$ cat src/design/ttb_pkg.sv
// Package for the triangle tangent basis unit: widths and the sequencer state
// types of the top level and the normalizer. No dependencies.
`timescale 1ns / 1ps
package ttb_pkg;

    // Fixed normalization target bit length.
    localparam int NORM_BITS = 30;
    // Spare product width; the top level sizes its exact edge products itself.
    localparam int PROD_W = 72;

    typedef enum logic [3:0] {
        ST_IDLE,
        ST_DET,
        ST_TB,
        ST_NORM_LOAD,
        ST_NORM_SHIFT,
        ST_NORM_SUM,
        ST_NORM_SQRT,
        ST_NORM_DIV,
        ST_NORM_DONE,
        ST_CROSS,
        ST_OUT
    } state_t;

    // Normalizer sequencer states.
    typedef enum logic [2:0] {
        N_IDLE,
        N_SHIFT,
        N_SUM,
        N_SQRT,
        N_DIV,
        N_DONE
    } norm_state_t;

endpackage

$ cat src/design/ttb_norm.sv
// Vector normalizer for the tangent basis unit: scales a three-component
// exact vector to unit length in Q1.F using a bit-serial square root and
// restoring divider. Depends on ttb_pkg.
`timescale 1ns / 1ps
module ttb_norm #(
    parameter int IN_W = 72,
    parameter int FRAC = 14
) (
    input  logic                   clk,
    input  logic                   rst_n,
    input  logic                   start,
    input  logic signed [IN_W-1:0] vx,
    input  logic signed [IN_W-1:0] vy,
    input  logic signed [IN_W-1:0] vz,
    input  logic                   negate,
    output logic                   done,
    output logic signed [FRAC+1:0] ux,
    output logic signed [FRAC+1:0] uy,
    output logic signed [FRAC+1:0] uz
);
    localparam int NB = ttb_pkg::NORM_BITS;
    localparam int LW = $clog2(IN_W + 1);
    localparam int SW = 2 * NB + 2;
    localparam int QW = NB + FRAC + 1;
    localparam int SQ_STEPS = (SW + 1) / 2;

    ttb_pkg::norm_state_t   state_reg, state_next;
    logic [IN_W-1:0]        mag_reg [3];
    logic [2:0]             neg_reg;
    logic [NB-1:0]          c_reg [3];
    logic [SW-1:0]          sum_reg;
    logic [SW-1:0]          rem_reg;
    logic [SW-1:0]          root_reg;
    logic [$clog2(QW+1)-1:0] cnt_reg;
    logic [1:0]             idx_reg;
    logic [QW-1:0]          num_reg;
    logic [NB+1:0]          drem_reg;
    logic [QW-1:0]          quo_reg;
    logic signed [FRAC+1:0] res_reg [3];
    logic                   zero_reg;

    logic [IN_W-1:0] m0, m1, m2, mor;
    logic [LW-1:0]   blen;
    logic [NB:0]     root_n;

    // Magnitude of each input component.
    always_comb
    begin
        m0 = vx[IN_W-1] ? IN_W'(-vx) : IN_W'(vx);
        m1 = vy[IN_W-1] ? IN_W'(-vy) : IN_W'(vy);
        m2 = vz[IN_W-1] ? IN_W'(-vz) : IN_W'(vz);
    end

    // Bit length of the largest stored magnitude.
    always_comb
    begin
        mor = mag_reg[0] | mag_reg[1] | mag_reg[2];
        blen = '0;
        for (int i = 0; i < IN_W; i++)
        begin
            if (mor[i])
            begin
                blen = LW'(i + 1);
            end
        end
    end

    // The root of three squares of 30-bit values needs 31 bits.
    assign root_n = root_reg[NB:0];

    always_comb
    begin
        state_next = state_reg;
        case (state_reg)
            ttb_pkg::N_IDLE:
                if (start) state_next = ttb_pkg::N_SHIFT;
            ttb_pkg::N_SHIFT:
                state_next = ttb_pkg::N_SUM;
            ttb_pkg::N_SUM:
                if (idx_reg == 2'd2)
                    state_next = zero_reg ? ttb_pkg::N_DONE : ttb_pkg::N_SQRT;
            ttb_pkg::N_SQRT:
                if (cnt_reg == '0) state_next = ttb_pkg::N_DIV;
            ttb_pkg::N_DIV:
                if (cnt_reg == '0 && idx_reg == 2'd2) state_next = ttb_pkg::N_DONE;
            ttb_pkg::N_DONE:
                state_next = ttb_pkg::N_IDLE;
            default:
                state_next = ttb_pkg::N_IDLE;
        endcase
    end

    always_ff @(posedge clk or negedge rst_n)
    begin
        if (!rst_n)
        begin
            state_reg <= ttb_pkg::N_IDLE;
        end
        else
        begin
            state_reg <= state_next;
        end
    end

    // Datapath: one shared square product, one root bit, one quotient bit a cycle.
    always_ff @(posedge clk)
    begin
        case (state_reg)
            ttb_pkg::N_IDLE:
            begin
                mag_reg[0] <= m0;
                mag_reg[1] <= m1;
                mag_reg[2] <= m2;
                neg_reg <= {vz[IN_W-1] ^ negate, vy[IN_W-1] ^ negate,
                            vx[IN_W-1] ^ negate};
            end
            ttb_pkg::N_SHIFT:
            begin
                zero_reg <= (blen == '0);
                for (int i = 0; i < 3; i++)
                begin
                    if (int'(blen) > NB)
                        c_reg[i] <= NB'(mag_reg[i] >> (int'(blen) - NB));
                    else
                        c_reg[i] <= NB'(mag_reg[i] << (NB - int'(blen)));
                    res_reg[i] <= '0;
                end
                sum_reg <= '0;
                idx_reg <= 2'd0;
            end
            ttb_pkg::N_SUM:
            begin
                sum_reg <= sum_reg + SW'(c_reg[idx_reg] * c_reg[idx_reg]);
                idx_reg <= idx_reg + 2'd1;
                rem_reg <= '0;
                root_reg <= '0;
                cnt_reg <= ($bits(cnt_reg))'(SQ_STEPS - 1);
            end
            ttb_pkg::N_SQRT:
            begin
                // Classic digit-by-digit root: two radicand bits per step.
                logic [SW-1:0] r2, trial;
                r2 = {rem_reg[SW-3:0], sum_reg[SW-1:SW-2]};
                trial = {root_reg[SW-3:0], 2'b01};
                sum_reg <= {sum_reg[SW-3:0], 2'b00};
                if (r2 >= trial)
                begin
                    rem_reg <= r2 - trial;
                    root_reg <= {root_reg[SW-2:0], 1'b1};
                end
                else
                begin
                    rem_reg <= r2;
                    root_reg <= {root_reg[SW-2:0], 1'b0};
                end
                if (cnt_reg == '0)
                begin
                    // Before the last root bit the partial root is already half
                    // the final root, which is the rounding term.
                    idx_reg <= 2'd0;
                    cnt_reg <= ($bits(cnt_reg))'(QW - 1);
                    num_reg <= QW'({c_reg[0], {FRAC{1'b0}}})
                               + QW'(root_reg[NB-1:0]);
                    drem_reg <= '0;
                    quo_reg <= '0;
                end
                else
                begin
                    cnt_reg <= cnt_reg - 1'b1;
                end
            end
            ttb_pkg::N_DIV:
            begin
                logic [NB+1:0] d2;
                logic [QW-1:0] q;
                logic [QW:0]   one;
                d2 = {drem_reg[NB:0], num_reg[QW-1]};
                num_reg <= {num_reg[QW-2:0], 1'b0};
                q = {quo_reg[QW-2:0], 1'b0};
                if (d2 >= (NB+2)'(root_n))
                begin
                    drem_reg <= d2 - (NB+2)'(root_n);
                    q[0] = 1'b1;
                end
                else
                begin
                    drem_reg <= d2;
                end
                quo_reg <= q;
                if (cnt_reg == '0)
                begin
                    one = (QW+1)'(1) << FRAC;
                    if ((QW+1)'(q) > one)
                        q = QW'(one);
                    res_reg[idx_reg] <= neg_reg[idx_reg] ? -(FRAC+2)'(q)
                                                         : (FRAC+2)'(q);
                    cnt_reg <= ($bits(cnt_reg))'(QW - 1);
                    drem_reg <= '0;
                    quo_reg <= '0;
                    idx_reg <= idx_reg + 2'd1;
                    num_reg <= QW'({c_reg[(idx_reg == 2'd0) ? 1 : 2],
                                    {FRAC{1'b0}}}) + QW'(root_reg[NB:1]);
                end
                else
                begin
                    cnt_reg <= cnt_reg - 1'b1;
                end
            end
            default:
            begin
            end
        endcase
    end

    assign done = (state_reg == ttb_pkg::N_DONE);
    assign ux = res_reg[0];
    assign uy = res_reg[1];
    assign uz = res_reg[2];

endmodule

$ cat config.mk
export PLATFORM = sky130hd
export DESIGN_NAME = ttb_norm
export DESIGN_NICKNAME = d
export VERILOG_FILES = /design/src/design/ttb_pkg.sv /design/src/design/ttb_norm.sv
export SDC_FILE = /design/constraint.sdc
export NUM_CORES = 2
export LEC_CHECK = 0
export BUFFER_PORTS_ARGS = -buffer_cell sky130_fd_sc_hd__buf_2
export CORE_MARGIN = 3
export CORE_UTILIZATION = 50
export CTS_CLUSTER_DIAMETER = 60
export DETAILED_ROUTE_END_ITERATION = 12
export PLACE_DENSITY = 0.69
export SETUP_SLACK_MARGIN = 0.2
export SKIP_CTS_REPAIR_TIMING = 1
export SLEW_MARGIN = 20
export SYNTH_ARGS = -nofsm -noshare
export SYNTH_HDL_FRONTEND = slang
export SYNTH_SLANG_ARGS = --single-unit
$ cat constraint.sdc
create_clock -name clk -period 16.6 [get_ports clk]
set_input_delay 3.32 -clock clk [delete_from_list [all_inputs] [get_ports clk]]
set_output_delay 3.32 -clock clk [all_outputs]
set_load 0.01 [all_outputs]
Word level (Yosys, flattened, before mapping)
Memories as Yosys holds them, arrays and structs flattened. A register that Yosys moved wholly into a read port is not among the register bits.
Index checks and enable logic that the tools add are counted.
W data, S select, Z words.
{ "totals": {"register_bits": 317, "mem_bits_rw": 354, "output_inout_bits": 49, "elab_cells": 203, "mem_count": 3} }
{ "mem_list": {"columns": ["name", "depth", "width", "rd", "rd_ports_with_merged_regs", "wr", "line", "text"], "rows": [
  ["mag_reg", 3, 72, 3, 0, 3, "ttb_norm.sv:28", "logic [IN_W-1:0] mag_reg [3];"],
  ["c_reg", 3, 30, 3, 1, 3, "ttb_norm.sv:30", "logic [NB-1:0] c_reg [3];"],
  ["res_reg", 3, 16, 3, 0, 3, "ttb_norm.sv:39", "logic signed [FRAC+1:0] res_reg [3];"]
]} }
{ "classes": {"addsub": 13, "n_mul": 1, "magnitude_cmp": 5, "eq_ne": 11, "shift": 6, "n_mux": 130, "bitwise": 8, "reduce_logical": 15} }
{ "ops": {"columns": ["operator", "n"], "rows": [
  ["$mux W7", 71],
  ["$pmux W60 S2", 2],
  ["$mux W72", 3],
  ["$neg A72 Y72", 3],
  ["$shl A72 B32 Y30", 3],
  ["$shr A72 B32 Y30", 3],
  ["$pmux W62 S3", 1],
  ["$or A72 B72 Y72", 2],
  ["$mux W31", 3],
  ["$add A44 B30 Y45", 2],
  ["$mux W30", 3],
  ["$mux W45", 2],
  ["$pmux W45 S2", 1],
  ["$mux W44", 2],
  ["$pmux W44 S2", 1],
  ["$mux W16", 5],
  ["$add A62 B60 Y62", 1],
  ["$ge A62 B62 Y1", 1],
  ["$pmux W31 S2", 1],
  ["$mul A30 B30 Y60", 1],
  ["$mux W60", 1],
  ["$sub A60 B60 Y60", 1],
  ["$gt A45 B15 Y1 const B", 1],
  ["$ge A32 B31 Y1", 1],
  ["36 further kinds", 74]
]} }

Depth between registers and ports, before layout
An unclocked memory read counts as a cell.
{ "depth": {"word_depth": 80, "ltp_mapped": 39, "depth_no_buf": 35} }

Worst setup path after synthesis
OpenSTA, ideal clock, no wires.
{ "synth_path": {"kind": "register -> register", "startpoint": "register state_reg[0]", "endpoint": "memory mag_reg[0][0] (enable)", "setup_time_ns": 1.066, "t_arrival_ns": 15.789, "setup_slack_ns": -0.255, "path_stages_with_launch": 5, "path_buffers": 3, "path_cell_list": "dfrtp_1 -> clkbuf_1 -> buf_1 -> buf_1 -> nor3_1"} }
{ "synth_rtl": {"columns": ["element", "line", "text"], "rows": [
  ["from (decl)", "ttb_norm.sv:27", "ttb_pkg::norm_state_t state_reg, state_next;"],
  ["from (signal assigned)", "ttb_norm.sv:97", "state_reg <= ttb_pkg::N_IDLE;"],
  ["from (signal assigned)", "ttb_norm.sv:101", "state_reg <= state_next;"],
  ["to (decl)", "ttb_norm.sv:28", null]
]} }

==> flow_summary.yaml <==
outcome:
  status: "finished clean"
worst_hold_path:
  hold_path.class: "flop to flop"
  holdPathEnd: "root_reg[39]"
  min-delay-start: "root_reg[38]"
  whs_path_depth: 2
yosys:
  yosys_most_used_dff: "edfxtp_1"
  syn_inst: 8785
  syn_avg_cell_area_sq_um: 9.20
  ys_types: 94
  synthTopCellsByCount: "inv_1 (1087), nand2_1 (871), nor2_1 (812)"
  syn_nets: 10141
  synth_seq_cells: 673
  synthTopCellsByArea: "edfxtp_1 (25%), fa_1 (19%), mux2i_1 (8.4%), ha_1 (5.9%), inv_1 (5.0%)"
  netlist.area_leader.share_pct: 24.8
  yosys.area.top_type: "edfxtp_1"
  yosysWarningCount: 0
  synth_enable_flop_cells: 668
  yosysMostFrequentCell: "inv_1"
  ys_async_sr_fraction_pct: 0.446
  yosysSeqAreaShare_pct: 25.0
  syn_area_sq_mm: 0.0809
grt:
  grt_pass1_wl_mm: 469
  grtUsageTotal_pct: 37.9
  grt_max_degree: 133
  grt_pass1_vias: 70084
  grt-ovfl-total: 0
  antenna_found_initial: 28
routing:
  dr_total_vias: 71241
  wl_per_cell_um: 28.9
  ant_nets: 0
  drc_errors: 0
  firstDrtPassIters: 8
  vias_per_cell: 6.41
  wirelength_mm: 321
  drtIter0Drc: 8625
critical_path:
  slowest_stage: "clkinv_1"
  cp-end-kind: "flop"
  cp_data_required_time_ps: 17150
  r2r_slack_ps: 5100
  r2r_cells: 32
  crit_fanout: 30
  crit_top_cell: "fa_1"
  crit_path_start_kind: "flop"
  r2r-end: "sum_reg[61]"
  worst_ep_arrival_time_ps: 12050
  slowest_delay_ps: 1050
  crit_type: "flop to flop"
sta:
  rsz0062_at_grt: "no"
  setup_viol: 0
  fin_crit_ps: 11500
  worst_pin_slew_ps: 1300
  period_share_pct: 69.2
  fmax_mhz: 87.0
  finalSetupTns_ps: 0
  relSlewSlack_pct: 13.2
  skew_ps: 71.1
  hold_viol_final: 0
  drv_slew: 0
finish:
  final_area_sq_mm: 0.0879
  fillers: 14313
  fin_nets: 10224
  syn_to_final_growth_pct: 8.66
  largest_register_ffs: 216
  drive_above_1_share_pct: 9.29
clock_tree:
  clk_latency_ps: 750
  cts_buffers: 87
  cts.sinks: 673
  cts_root_buf: "clkbuf_16"
  htreeDepth: 3
  cts.clk_slew.worst_paths_ps: 60
  cts_tree: "yes"
  cts_buffer_depth: 3
placed_design:
  dp_hpwl_mm: 252
  place.port_buffers: 268
  gp_congestion: 1.14
  dpl_cell_area_sq_mm: 0.0849
die:
  io_pins: 269
  coreArea_sq_mm: 0.159
  fp-row-count: 146
  dieArea_sq_mm: 0.167
  fp.dieW_um: 408
  initial_core_util_pct: 50.7
  die_h_um: 408
run:
  maxCapViolCount: 0
-- cell usage in the layout, fill, tap and decap left out, types with 55 or more instances in the layout --
cell          n
edfxtp_1    668
o21a_1       55
mux2i_1     681
nor3_1      166
or3_1        66
o21ai_0     336
ha_1        378
inv_1      1084
a21oi_1     413
xnor2_1     332
a22oi_1      56
nand2_1     869
fa_1        755
o31ai_1      77
nor2_1      801
mux2_2       75
nand3_1     159
o211ai_1     63
a21o_1       93
a211oi_1     82
xor2_1       88
and3_1       80
o22ai_1      79
clkbuf_16    89
buf_4       175
a31oi_1      59
buf_2       268
-- critical path, delay by kind of cell (launching register included) --
family	cells	cell delay [ps]
simple gates	5	1250
flops	1	310
compound gates	10	3470
fa+ha+maj	9	4240
mux	1	260
buf+inv	7	1740
-- cell type report --
cell class	instances	area, sq um	share of cell area, %
antenna	35	87.6	0.0997
clock buffer	98	2260	2.57
clock inverter	53	622	0.708
inverter	1099	4140	4.71
multi-input combinational	6560	55200	62.8
sequential	673	20200	23.0
tap	2146	2690	3.06
timing repair buffer	447	2720	3.10
-- layer usage --
layer	vias up	track usage [%]	part of all wire [%]
met2	4478	56.9	43
met3	1136	10.1	11
li1	30802	-	-
met5	-	0.287	0.043
met1	34815	48.2	39
met4	10	24.7	7.9
-- cells by family (layout without fill, tap and decap cells) --
kind of cell	after synthesis	after routing	synth area share [%]
DFF	673	673	25.0
and+or+nand+nor	2475	2475	13.7
adders and majority gates	1136	1136	24.6
buffers and inverters	1552	1697	7.26
muxes	809	809	11.0
AOI/OAI and AO/OA	1716	1716	14.0
other	0	35	0
xor gates and xnor gates	424	424	4.59
-- metrics by stage --
stage          setup WS (ps)  hold slack (ps)  cells  util (%)
2_1_floorplan           3680              529   8785         -
3_3_place_gp            5540              547  10922      53.2
3_5_place_dp            5250              558  10923      53.2
4_1_cts                 5280              571  11074      55.0
5_1_grt                 4800              595  11079      55.0
6_report                5100              565  11111      55.1
-- worst max path at each step --
stage | start | end | slack (ps) | depth (start not counted)
floorplan | state_reg[2] | drem_reg[0] | 3680 | 7
global placement | flop | sum_reg[61] | 5540 | 32
finish | flop | sum_reg[61] | 5100 | 32
detailed placement | flop | sum_reg[61] | 5250 | 32
global route | flop | sum_reg[61] | 4800 | 32
CTS | flop | sum_reg[61] | 5280 | 32
Power is not shown: default switching activity piles up to over one toggle a cycle in this logic, so the estimate is an artifact.
